**src/rtl/vg_pkg.sv**
```systemverilog
// Shared types, widths and codes for the voice gate with pre-roll.
// Used by every module of the block; depends on nothing.
package vg_pkg;

  localparam int RING_SAMPLES = 8192;
  localparam int FRAME_MAX    = 1024;

  localparam int POS_W     = $clog2(RING_SAMPLES);
  localparam int LEN_W     = POS_W + 1;
  localparam int FRM_W     = $clog2(FRAME_MAX) + 1;
  localparam int CNT_W     = 8;
  localparam int CFG_W     = LEN_W;
  localparam int CFG_IDX_W = 2;
  localparam int MOD_W     = LEN_W;
  localparam int MOD_CNT_W = $clog2(MOD_W + 1);

  localparam int IN_W  = 8;
  localparam int OUT_W = 48;

  localparam logic [CNT_W-1:0] CNT_MAX = {CNT_W{1'b1}};

  // register indexes
  localparam logic [CFG_IDX_W-1:0] REG_TRIGGER  = 2'd0;
  localparam logic [CFG_IDX_W-1:0] REG_HANGOVER = 2'd1;
  localparam logic [CFG_IDX_W-1:0] REG_PREROLL  = 2'd2;
  localparam logic [CFG_IDX_W-1:0] REG_FRAME    = 2'd3;

  // event codes
  localparam logic [1:0] EV_NONE  = 2'd0;
  localparam logic [1:0] EV_START = 2'd1;
  localparam logic [1:0] EV_END   = 2'd2;

  localparam int TRIGGER_RESET  = 3;
  localparam int HANGOVER_RESET = 25;
  localparam int PREROLL_RESET  = 4800;
  localparam int FRAME_RESET    = 320;
  localparam int STEP_RESET     = FRAME_RESET % PREROLL_RESET;

  typedef struct packed {
    logic [CNT_W-1:0] trig;
    logic [CNT_W-1:0] hang;
    logic [LEN_W-1:0] len;
    logic [FRM_W-1:0] flen;
    logic [POS_W-1:0] step;
    logic             busy;
    logic             pos_done;
    logic [POS_W-1:0] pos_rem;
  } cfg_t;

  typedef struct packed {
    logic             pass_frame;
    logic [LEN_W-1:0] flush_length;
    logic [POS_W-1:0] flush_start;
    logic [POS_W-1:0] store_at;
    logic             store_frame;
    logic [1:0]       event_res;
    logic             gate_open;
  } res_t;

endpackage

```
**src/rtl/vg_mod.sv**
```systemverilog
// Restoring remainder unit, one quotient bit per cycle.
// Depends on vg_pkg for its width.
module vg_mod (
  input  logic                     clk,
  input  logic                     rst_n,
  input  logic                     start,
  input  logic [vg_pkg::MOD_W-1:0] dividend,
  input  logic [vg_pkg::MOD_W-1:0] divisor,
  output logic                     busy,
  output logic                     done,
  output logic [vg_pkg::MOD_W-1:0] remainder
);
  import vg_pkg::*;

  localparam logic [MOD_CNT_W-1:0] LAST = MOD_CNT_W'(MOD_W - 1);

  logic                 running_r, running_nxt;
  logic [MOD_CNT_W-1:0] cnt_r, cnt_nxt;
  logic [MOD_W-1:0]     dvd_r, dvd_nxt;
  logic [MOD_W-1:0]     dsr_r, dsr_nxt;
  logic [MOD_W-1:0]     rem_r, rem_nxt;
  logic [MOD_W-1:0]     shifted;

  // remainder stays below the divisor, so its top bit is always clear
  assign shifted = {rem_r[MOD_W-2:0], dvd_r[MOD_W-1]};

  always_comb begin
    running_nxt = running_r;
    cnt_nxt     = cnt_r;
    dvd_nxt     = dvd_r;
    dsr_nxt     = dsr_r;
    rem_nxt     = rem_r;
    if (start) begin
      running_nxt = 1'b1;
      cnt_nxt     = '0;
      dvd_nxt     = dividend;
      dsr_nxt     = divisor;
      rem_nxt     = '0;
    end else if (running_r) begin
      rem_nxt = (shifted >= dsr_r) ? shifted - dsr_r : shifted;
      dvd_nxt = {dvd_r[MOD_W-2:0], 1'b0};
      cnt_nxt = cnt_r + 1'b1;
      if (cnt_r == LAST) begin
        running_nxt = 1'b0;
      end
    end
  end

  always_ff @(posedge clk) begin
    if (!rst_n) begin
      running_r <= 1'b0;
      cnt_r     <= '0;
    end else begin
      running_r <= running_nxt;
      cnt_r     <= cnt_nxt;
    end
    dvd_r <= dvd_nxt;
    dsr_r <= dsr_nxt;
    rem_r <= rem_nxt;
  end

  assign busy      = running_r;
  assign done      = running_r && (cnt_r == LAST) && !start;
  assign remainder = rem_nxt;

endmodule

```
**src/rtl/vg_cfg.sv**
```systemverilog
// Configuration registers, clamping, and the write-position and frame-step
// remainders that follow a change of ring or frame length. Uses vg_pkg, vg_mod.
module vg_cfg (
  input  logic                         clk,
  input  logic                         rst_n,
  input  logic                         cfg_we,
  input  logic [vg_pkg::CFG_IDX_W-1:0] cfg_index,
  input  logic [vg_pkg::CFG_W-1:0]     cfg_wdata,
  input  logic [vg_pkg::POS_W-1:0]     pos_raw,
  output vg_pkg::cfg_t                 cfg
);
  import vg_pkg::*;

  logic [CNT_W-1:0] trig_r, hang_r;
  logic [LEN_W-1:0] plen_r;
  logic [FRM_W-1:0] flen_r;
  logic [POS_W-1:0] step_r;
  logic             start_r;
  logic             len_wr;

  logic [LEN_W-1:0] len_c;
  logic [FRM_W-1:0] flen_c;

  logic             step_busy, step_done, pos_busy, pos_done;
  logic [MOD_W-1:0] step_rem, pos_rem;

  assign len_wr = cfg_we && ((cfg_index == REG_PREROLL) || (cfg_index == REG_FRAME));

  always_ff @(posedge clk) begin
    if (!rst_n) begin
      trig_r  <= CNT_W'(TRIGGER_RESET);
      hang_r  <= CNT_W'(HANGOVER_RESET);
      plen_r  <= LEN_W'(PREROLL_RESET);
      flen_r  <= FRM_W'(FRAME_RESET);
      step_r  <= POS_W'(STEP_RESET);
      start_r <= 1'b0;
    end else begin
      start_r <= len_wr;
      if (step_done) begin
        step_r <= step_rem[POS_W-1:0];
      end
      if (cfg_we) begin
        case (cfg_index)
          REG_TRIGGER:  trig_r <= cfg_wdata[CNT_W-1:0];
          REG_HANGOVER: hang_r <= cfg_wdata[CNT_W-1:0];
          REG_PREROLL:  plen_r <= cfg_wdata[LEN_W-1:0];
          REG_FRAME:    flen_r <= cfg_wdata[FRM_W-1:0];
          default:      ;
        endcase
      end
    end
  end

  always_comb begin
    if (plen_r == '0) begin
      len_c = LEN_W'(1);
    end else if (plen_r > LEN_W'(RING_SAMPLES)) begin
      len_c = LEN_W'(RING_SAMPLES);
    end else begin
      len_c = plen_r;
    end
    flen_c = (flen_r > FRM_W'(FRAME_MAX)) ? FRM_W'(FRAME_MAX) : flen_r;
  end

  vg_mod u_step_mod (
    .clk       (clk),
    .rst_n     (rst_n),
    .start     (start_r),
    .dividend  (MOD_W'(flen_c)),
    .divisor   (len_c),
    .busy      (step_busy),
    .done      (step_done),
    .remainder (step_rem)
  );

  vg_mod u_pos_mod (
    .clk       (clk),
    .rst_n     (rst_n),
    .start     (start_r),
    .dividend  (MOD_W'(pos_raw)),
    .divisor   (len_c),
    .busy      (pos_busy),
    .done      (pos_done),
    .remainder (pos_rem)
  );

  always_comb begin
    cfg.trig     = (trig_r == '0) ? CNT_W'(1) : trig_r;
    cfg.hang     = (hang_r == '0) ? CNT_W'(1) : hang_r;
    cfg.len      = len_c;
    cfg.flen     = flen_c;
    cfg.step     = step_r;
    cfg.busy     = len_wr || start_r || step_busy || pos_busy;
    cfg.pos_done = pos_done;
    cfg.pos_rem  = pos_rem[POS_W-1:0];
  end

endmodule

```
**src/rtl/vg_core.sv**
```systemverilog
// Per-frame gate state, ring pointer and fill update, and the result register.
// Uses vg_pkg; takes clamped settings from vg_cfg.
module vg_core (
  input  logic                     clk,
  input  logic                     rst_n,
  input  vg_pkg::cfg_t             cfg,
  input  logic                     in_valid,
  output logic                     in_ready,
  input  logic                     in_voiced,
  output logic                     out_valid,
  input  logic                     out_ready,
  output vg_pkg::res_t             out_res,
  output logic [vg_pkg::POS_W-1:0] pos_raw
);
  import vg_pkg::*;

  logic             speaking_r, speaking_nxt;
  logic [CNT_W-1:0] vcnt_r, vcnt_nxt;
  logic [CNT_W-1:0] scnt_r, scnt_nxt;
  logic [POS_W-1:0] pos_raw_r, pos_red_r, wpos_nxt;
  logic [LEN_W-1:0] fill_r, fill_nxt;
  logic             out_valid_r;
  res_t             res_r, res_nxt;

  logic             accept;
  logic [LEN_W-1:0] fill_c;
  logic [LEN_W:0]   fsum, fadd;
  logic [LEN_W-1:0] adv;

  assign in_ready = !cfg.busy && (!out_valid_r || out_ready);
  assign accept   = in_valid && in_ready;

  always_comb begin
    fill_c = (fill_r > cfg.len) ? cfg.len : fill_r;
    fsum   = (LEN_W+1)'(pos_red_r) + (LEN_W+1)'(cfg.len) - (LEN_W+1)'(fill_c);
    fadd   = (LEN_W+1)'(fill_c) + (LEN_W+1)'(cfg.flen);
    adv    = LEN_W'(pos_red_r) + LEN_W'(cfg.step);

    speaking_nxt = speaking_r;
    vcnt_nxt     = vcnt_r;
    scnt_nxt     = scnt_r;
    wpos_nxt     = pos_red_r;
    fill_nxt     = fill_c;
    res_nxt      = '0;
    res_nxt.event_res = EV_NONE;

    if (!speaking_r) begin
      if (in_voiced) begin
        vcnt_nxt = (vcnt_r == CNT_MAX) ? vcnt_r : vcnt_r + 1'b1;
      end else begin
        vcnt_nxt = '0;
      end
      if (vcnt_nxt >= cfg.trig) begin
        speaking_nxt         = 1'b1;
        scnt_nxt             = '0;
        res_nxt.event_res    = EV_START;
        res_nxt.flush_length = fill_c;
        res_nxt.flush_start  = (fsum >= (LEN_W+1)'(cfg.len)) ?
                               POS_W'(fsum - (LEN_W+1)'(cfg.len)) : POS_W'(fsum);
        fill_nxt             = '0;
      end else begin
        res_nxt.store_frame = 1'b1;
        res_nxt.store_at    = pos_red_r;
        wpos_nxt = (adv >= cfg.len) ? POS_W'(adv - cfg.len) : POS_W'(adv);
        fill_nxt = (fadd > (LEN_W+1)'(cfg.len)) ? cfg.len : LEN_W'(fadd);
      end
    end

    if (speaking_nxt) begin
      res_nxt.pass_frame = 1'b1;
      if (in_voiced) begin
        scnt_nxt = '0;
      end else begin
        scnt_nxt = (scnt_nxt == CNT_MAX) ? scnt_nxt : scnt_nxt + 1'b1;
        if (scnt_nxt >= cfg.hang) begin
          speaking_nxt      = 1'b0;
          vcnt_nxt          = '0;
          scnt_nxt          = '0;
          res_nxt.event_res = EV_END;
        end
      end
    end
    res_nxt.gate_open = speaking_nxt;
  end

  always_ff @(posedge clk) begin
    if (!rst_n) begin
      speaking_r  <= 1'b0;
      vcnt_r      <= '0;
      scnt_r      <= '0;
      pos_raw_r   <= '0;
      pos_red_r   <= '0;
      fill_r      <= '0;
      out_valid_r <= 1'b0;
    end else begin
      if (accept) begin
        speaking_r <= speaking_nxt;
        vcnt_r     <= vcnt_nxt;
        scnt_r     <= scnt_nxt;
        pos_raw_r  <= wpos_nxt;
        pos_red_r  <= wpos_nxt;
        fill_r     <= fill_nxt;
      end else if (cfg.pos_done) begin
        // keep the raw position; the reduced copy follows the new ring length
        pos_red_r <= cfg.pos_rem;
      end
      if (accept) begin
        out_valid_r <= 1'b1;
      end else if (out_ready) begin
        out_valid_r <= 1'b0;
      end
    end
    if (accept) begin
      res_r <= res_nxt;
    end
  end

  assign out_valid = out_valid_r;
  assign out_res   = res_r;
  assign pos_raw   = pos_raw_r;

endmodule

```
**src/rtl/voice_gate_with_preroll.sv**
```systemverilog
// Top level of the per-frame speech gate with pre-roll ring control.
// Depends on vg_pkg, vg_cfg, vg_mod and vg_core.
//
//   channel  | ports             | beat
//   ---------+-------------------+--------------------------------------
//   in       | in_t{valid,ready} | one frame verdict
//   out      | out_t{valid,ready}| one gate decision per verdict
//   cfg      | cfg_we            | one register write, no wait
//
// One verdict is taken per cycle if in_tready is high; its result is registered.
// A write of preroll_length or frame_length starts the shared-length remainder
// units; in_tready stays low while they run (one bit per cycle).
// Reset is synchronous and active low; no clearing pass.
// A stalled output holds its beat; a new verdict is taken as the old one drains.
module voice_gate_with_preroll (
  input  logic                         clk,
  input  logic                         rst_n,
  input  logic                         in_tvalid,
  output logic                         in_tready,
  input  logic [vg_pkg::IN_W-1:0]      in_tdata,   // [0] voiced, rest zero
  output logic                         out_tvalid,
  input  logic                         out_tready,
  // [0] gate_open, [2:1] event_res, [3] store_frame, [16:4] store_at,
  // [29:17] flush_start, [43:30] flush_length, [44] pass_frame, rest zero
  output logic [vg_pkg::OUT_W-1:0]     out_tdata,
  input  logic                         cfg_we,
  input  logic [vg_pkg::CFG_IDX_W-1:0] cfg_index,
  input  logic [vg_pkg::CFG_W-1:0]     cfg_wdata
);
  import vg_pkg::*;

  cfg_t             cfg;
  res_t             res;
  logic [POS_W-1:0] pos_raw;

  vg_cfg u_cfg (
    .clk       (clk),
    .rst_n     (rst_n),
    .cfg_we    (cfg_we),
    .cfg_index (cfg_index),
    .cfg_wdata (cfg_wdata),
    .pos_raw   (pos_raw),
    .cfg       (cfg)
  );

  vg_core u_core (
    .clk       (clk),
    .rst_n     (rst_n),
    .cfg       (cfg),
    .in_valid  (in_tvalid),
    .in_ready  (in_tready),
    .in_voiced (in_tdata[0]),
    .out_valid (out_tvalid),
    .out_ready (out_tready),
    .out_res   (res),
    .pos_raw   (pos_raw)
  );

  assign out_tdata = OUT_W'(res);

`ifndef ASSERT_OFF
  // a length change must block verdicts until the remainders are back
  a_len_write_stalls: assert property (@(posedge clk) disable iff (!rst_n)
    cfg_we && (cfg_index == REG_PREROLL || cfg_index == REG_FRAME) |=> !in_tready)
    else $error("verdict accepted while ring length is being reduced");

  // an opening beat flushes and passes, never stores
  a_start_passes: assert property (@(posedge clk) disable iff (!rst_n)
    out_tvalid && res.event_res == EV_START |->
      res.gate_open && res.pass_frame && !res.store_frame)
    else $error("speech start without pass or with store");

  // a stored frame never passes and leaves the gate closed
  a_store_closed: assert property (@(posedge clk) disable iff (!rst_n)
    out_tvalid && res.store_frame |->
      !res.gate_open && !res.pass_frame && res.flush_length == '0)
    else $error("stored frame while gate open");

  // stored position lies inside the ring in use unless the ring length just changed
  a_pos_in_ring: assert property (@(posedge clk) disable iff (!rst_n)
    out_tvalid && res.store_frame && !$past(cfg.busy) |->
      LEN_W'(res.store_at) < cfg.len)
    else $error("store position outside ring");
`endif

endmodule
```
**config.mk**
```make
export PLATFORM = sky130hd
export DESIGN_NAME = voice_gate_with_preroll
export DESIGN_NICKNAME = d
export VERILOG_FILES = /design/src/rtl/vg_pkg.sv /design/src/rtl/vg_mod.sv /design/src/rtl/vg_cfg.sv /design/src/rtl/vg_core.sv /design/src/rtl/voice_gate_with_preroll.sv
export SDC_FILE = /design/constraint.sdc
export NUM_CORES = 1
export LEC_CHECK = 0
export BUFFER_PORTS_ARGS = -buffer_cell sky130_fd_sc_hd__buf_2
export CAP_MARGIN = 20
export CORE_ASPECT_RATIO = 0.8
export CORE_MARGIN = 2
export CORE_UTILIZATION = 50
export CTS_CLUSTER_SIZE = 40
export DETAILED_ROUTE_END_ITERATION = 10
export PLACE_DENSITY = 0.64
export SYNTH_ARGS = -nofsm -noshare
export SYNTH_HDL_FRONTEND = slang
export SYNTH_HIERARCHICAL = 1
export SYNTH_SLANG_ARGS = --single-unit
```
**constraint.sdc**
```tcl
create_clock -name clk -period 10.58 [get_ports clk]
set_input_delay 3.174 -clock clk [delete_from_list [all_inputs] [get_ports clk]]
set_output_delay 3.174 -clock clk [all_outputs]
set_load 0.01 [all_outputs]
```
Yosys cells after proc, flatten, opt, wreduce, memory -nomap -nowiden. Cells that the tools add are included.

Logic and storage cells: 150. Output and inout port bits: 50. Register bits after elaboration: 236. Input bits: 29.

Reductions and logical operators: 30. Equal/unequal tests: 7. Add/sub/neg operators: 12. Multiplexer cells: 58. $lt $le $gt $ge: 10. Bitwise logic cells: 2.

Operators by type and width (number): $mux W13 (14); $mux W8 (15); $mux W14 (6); $sub A13 B13 Y13 (4); $ge A14 B14 Y1 (3); $mux W11 (3); $add A8 B1 Y8 const B (2); $eq A8 B8 Y1 const B (2); $ge A8 B8 Y1 (2); $logic_not A8 Y1 (2); $mux W1 (16); $add A13 B14 Y15 (1); $add A14 B11 Y15 (1); $ge A15 B14 Y1 (1); $gt A15 B14 Y1 (1); $sub A15 B14 Y15 (1); $add A13 B13 Y14 (1); $gt A14 B14 Y1 (1); $gt A14 B14 Y1 const B (1); $logic_not A14 Y1 (1); $gt A11 B11 Y1 const B (1); $add A4 B1 Y4 const B (2); $eq A4 B4 Y1 const B (2); $mux W2 (4); other kinds (10) (32).

Longest topological paths before layout.
Word-level depth: 13. Mapped depth: 34. Mapped depth without buffers: 31.

Hierarchy. Netlist, hierarchy kept.

By module, submodules not included: vg_core (cells an instance 1076, area an instance 9344.0 um2, times used 1, sequential area each 2512.4 um2); vg_mod (cells an instance 263, area an instance 2797.7 um2, times used 2, sequential area each 1221.2 um2); vg_cfg (cells an instance 265, area an instance 2382.3 um2, times used 1, sequential area each 1101.1 um2); voice_gate_with_preroll (cells an instance 4, area an instance 26.3 um2, times used 1, sequential area each 0.0 um2).

Worst setup path after synthesis. Ideal clock, no wire load.

Path type: input-to-reg. From: input port in_tdata[0] in the netlist's numbering. To: register u_core.scnt_r[3]. Arrival: 8.371 ns. Stages: 30. Path buffers: 4. Library setup time: 0.091 ns. Slack: 2.118 ns. Required time: 10.489 ns. Cell sequence: buf_1 o21ai_0 a31oi_1 ha_1 and3_1 a21oi_1 o21ai_1 o22a_1 nand2_1 clkbuf_1 nand2_1 inv_1 ha_1 and3_1 nand2_1 or3_1 buf_2 xor2_1 ha_1 nand2b_1 a21o_1 a21o_1 a21o_1 a21o_1 a2111oi_4 o2111a_2 and2_1 buf_4 a31oi_1 a311oi_1.

Cells in the longest elaborated chain, start to end: 11. Elaborated cells between the ends (all ways): 14. Those cells by class: 1 x add/sub; 2 x order compare; 1 x eq/ne; 10 x mux.

Ends and longest elaborated chain: from (decl) (RTL line voice_gate_with_preroll.sv:20) `input logic [vg_pkg::IN_W-1:0] in_tdata,`; $mux W8 (RTL line vg_core.sv:48) `if (in_voiced) begin`; $mux W8 (RTL line vg_core.sv:47) `if (!speaking_r) begin`; $ge A8 B8 Y1 (RTL line vg_core.sv:53) `if (vcnt_nxt >= cfg.trig) begin`; $mux W8 (RTL line vg_core.sv:53); $mux W8 (RTL line vg_core.sv:47); $add A8 B1 Y8 / $eq A8 B8 Y1 (equally long branches) (RTL line vg_core.sv:74) `scnt_nxt = (scnt_nxt == CNT_MAX) ? scnt_nxt : scnt_nxt + 1'b1;`; $mux W8 (RTL line vg_core.sv:74); $ge A8 B8 Y1 (RTL line vg_core.sv:75) `if (scnt_nxt >= cfg.hang) begin`; $mux W8 (RTL line vg_core.sv:75); $mux W8 (RTL line vg_core.sv:71) `if (in_voiced) begin`; $mux W8 * (RTL line vg_core.sv:69) `if (speaking_nxt) begin`; to (signal assigned) (RTL line vg_core.sv:99) `scnt_r <= scnt_nxt;`; to (decl) (RTL line vg_core.sv:19) `logic [CNT_W-1:0] scnt_r, scnt_nxt;`.

Mark *: on every way between the ends. The rest lies on a longest branch, timed or not. The select of a mux whose other input is x is not followed. A chain may end at the register's enable or synchronous reset.

Final worst setup path.
From: input port in_tdata[0] in the netlist's numbering. To: register u_core.scnt_r[4].

Same word-level chain as after synthesis.

==> out/summary.txt <==
Ant diodes: 0
# port buffers: 68
# setup viols final: 0
Critical Path AT: 9.13 ns
# IOs: 79
Post-DP HPWL: 33.4 mm
Comb pwr share: 41.9%
Slew Limit Fails: 0
Clock Skew: 0.0144 ns
Initial antenna violation count: 0
Setup TNS: 0 ns
Die width: 211 um
First-pass GRT wire length: 72.2 mm
Global-route usage over all layers: 25.8%
Post-Syn Instances: 1839
Sw frac: 37.7%
Routed vias/inst: 5.88
Total CTS buffers: 27
Slew headroom: 27.8%
Setup CP Type: input pin to flop
RSZ-0062 raised after global routing: false
Clk root buf: clkbuf_16
Worst hold-check path type: flop to flop
Core box area: 33600 um2
Mapped cell area: 17100 um2
Warnings, synthesis: 6
Max frequency: 115 MHz
Layout cells sized above 1: 13.7%
Leakage power: 0.00767 uW
Worst path max stage delay: 0.54 ns
Peak VDD IR: 0.213 mV
Crit-path slowest cell: or3_1
Final core occ: 55.0%
PD cells: 192 nW/um2
Hold buffers post-CTS: 0
Row cnt: 60
Die height: 169 um
Number of global-route vias before repair: 13100
Post-DRT Antenna Nets: 0
Clk_lat worst skew: 0.56 ns
Crit. End Element: flop
DR pass1 iterations: 6
Startpoint Class: input pin
Setup Buffers After CTS: 0
Register share of total power: 32.1%
Area Overhead vs Synth: 8.09%
Power share of the clock group: 26.0%
Post-layout min period: 8.67 ns
Sw power: 1340 uW
Final setup margin: 1.91 ns
Grt ovf: 0
Final wirelength: 45.9 mm
Initial cell density of the core: 50.9%
Fin area: 18500 um2
Pre-CTS setup slack: 1.38 ns
DRC: 0
Critical path peak fanout: 29
Routed via count: 13700
CTS tree: done
Post_cts resized: 0
Cell Area, Placed: 17700 um2
Critical path buffer and inverter count: 4
Total Power: 3550 uW
Required time worst endpoint: 11.04 ns
Crit-path most repeated cell: a21o_1
Max-capacitance violation count: 0
Pin count of the biggest net entering global routing: 76
CTS clock-pin slew for the worst setup and hold paths: 0.06 ns
Crit path max-delay family: compound AO/OA/AOI/OAI gates
Clk buf depth: 3
Nets@finish: 2061
Placer congestion estimate: 0.904
Final hold vios: 0
Status: completed
Num Clock Sinks: 250
Cell Int Power: 2210 uW
H-tree levels: 1
Fin crit share: 82.0%
Initial DRC Count: 1195
DIE AREA: 35700 um2
WL per Instance: 19.8 um
Mean Syn Cell Area: 9.31 um2
Worst-Margin Slew: 1.08 ns
## power by group through the flow
| stage | clock [uW] | combinational (uW) | sequential, uW |
|---|---|---|---|
| finish | 923 | 1490 | 1140 |
| global placement | 0 | 1430 | 1160 |
| global route | 979 | 1650 | 1150 |
| CTS | 947 | 1470 | 1140 |
| floorplan | 0 | 1160 | 1140 |
| detailed placement | 0 | 1460 | 1160 |
## through the flow
| stage | hold slack, ns | instances |
|---|---|---|
| final | 0.452 | 2322 |
| after global placement | 0.439 | 2271 |
| after floorplan | 0.418 | 1844 |
| after detailed placement | 0.445 | 2273 |
| after CTS | 0.460 | 2322 |
| after global routing | 0.488 | 2322 |
## worst min-delay path, delay by kind of cell (launching register included)
family / cells / cell delay (ns)
flip-flops: 1 / 0.32
AND/OR/NAND/NOR: 2 / 0.10
## state kept, by name, summed over array words and instances (netlist names), 4 cells and up
name and flops:
u_cfg/flen_r 11, u_cfg/hang_r 8, u_cfg/plen_r 14, u_cfg/step_r 13, u_cfg/trig_r 8, u_cfg/u_pos_mod/cnt_r 4, u_cfg/u_pos_mod/dsr_r 14, u_cfg/u_pos_mod/dvd_r 14
u_cfg/u_pos_mod/rem_r 13, u_cfg/u_step_mod/cnt_r 4, u_cfg/u_step_mod/dsr_r 14, u_cfg/u_step_mod/dvd_r 14, u_cfg/u_step_mod/rem_r 13, u_core/fill_r 14, u_core/out_res 45, u_core/pos_raw 13
u_core/pos_red_r 13, u_core/scnt_r 8, u_core/vcnt_r 8
## routing by layer
layer | vias to the layer above | GRT usage [%] | routed length, um
li1 | 6642 | - | -
met1 | 6529 | 37.0 | 21700
met2 | 406 | 40.3 | 20100
met3 | 74 | 4.24 | 2970
met4 | 0 | 6.89 | 1110
met5 | - | 0 | 0
## layout make-up
cell class	instances	area [um2]
fill	3076	15100
multi-input combinational	1361	10000
sequential	250	6020
clock buffer	37	723
timing repair buffer	96	558
tap	434	543
inverter	132	495
clock inverter	12	115
## placed cells by master, fill, tap and decap left out, types with 34 or more instances in the layout
| master | instances |
|---|---|
| buf_2 | 68 |
| nor2_1 | 135 |
| a21oi_1 | 92 |
| nand3_1 | 59 |
| nand2_1 | 165 |
| o21ai_0 | 63 |
| edfxtp_1 | 101 |
| nor2b_1 | 59 |
| inv_1 | 131 |
| ha_1 | 146 |
| a21o_1 | 34 |
| mux2i_1 | 68 |
| mux2_2 | 43 |
| xnor2_1 | 45 |
| dfxtp_1 | 148 |
## path summary, 6_finish.rpt
kind                                  start                               end  slack [ns]  depth (start not counted)
max                             in_tdata[0]     u_core/scnt_r[4]$_SDFFE_PN0P_        1.91                         28
min          u_core/pos_raw[0]$_SDFFE_PN0P_    u_core/pos_raw[0]$_SDFFE_PN0P_        0.45                          2
max reg2reg   u_cfg/plen_r[13]$_SDFFE_PN0P_  u_core/out_res[20]$_SDFFCE_PN0P_        2.46                         27
min reg2reg  u_core/pos_raw[0]$_SDFFE_PN0P_    u_core/pos_raw[0]$_SDFFE_PN0P_        0.45                          2
Note: power is estimated with default switching activity, not from simulation.
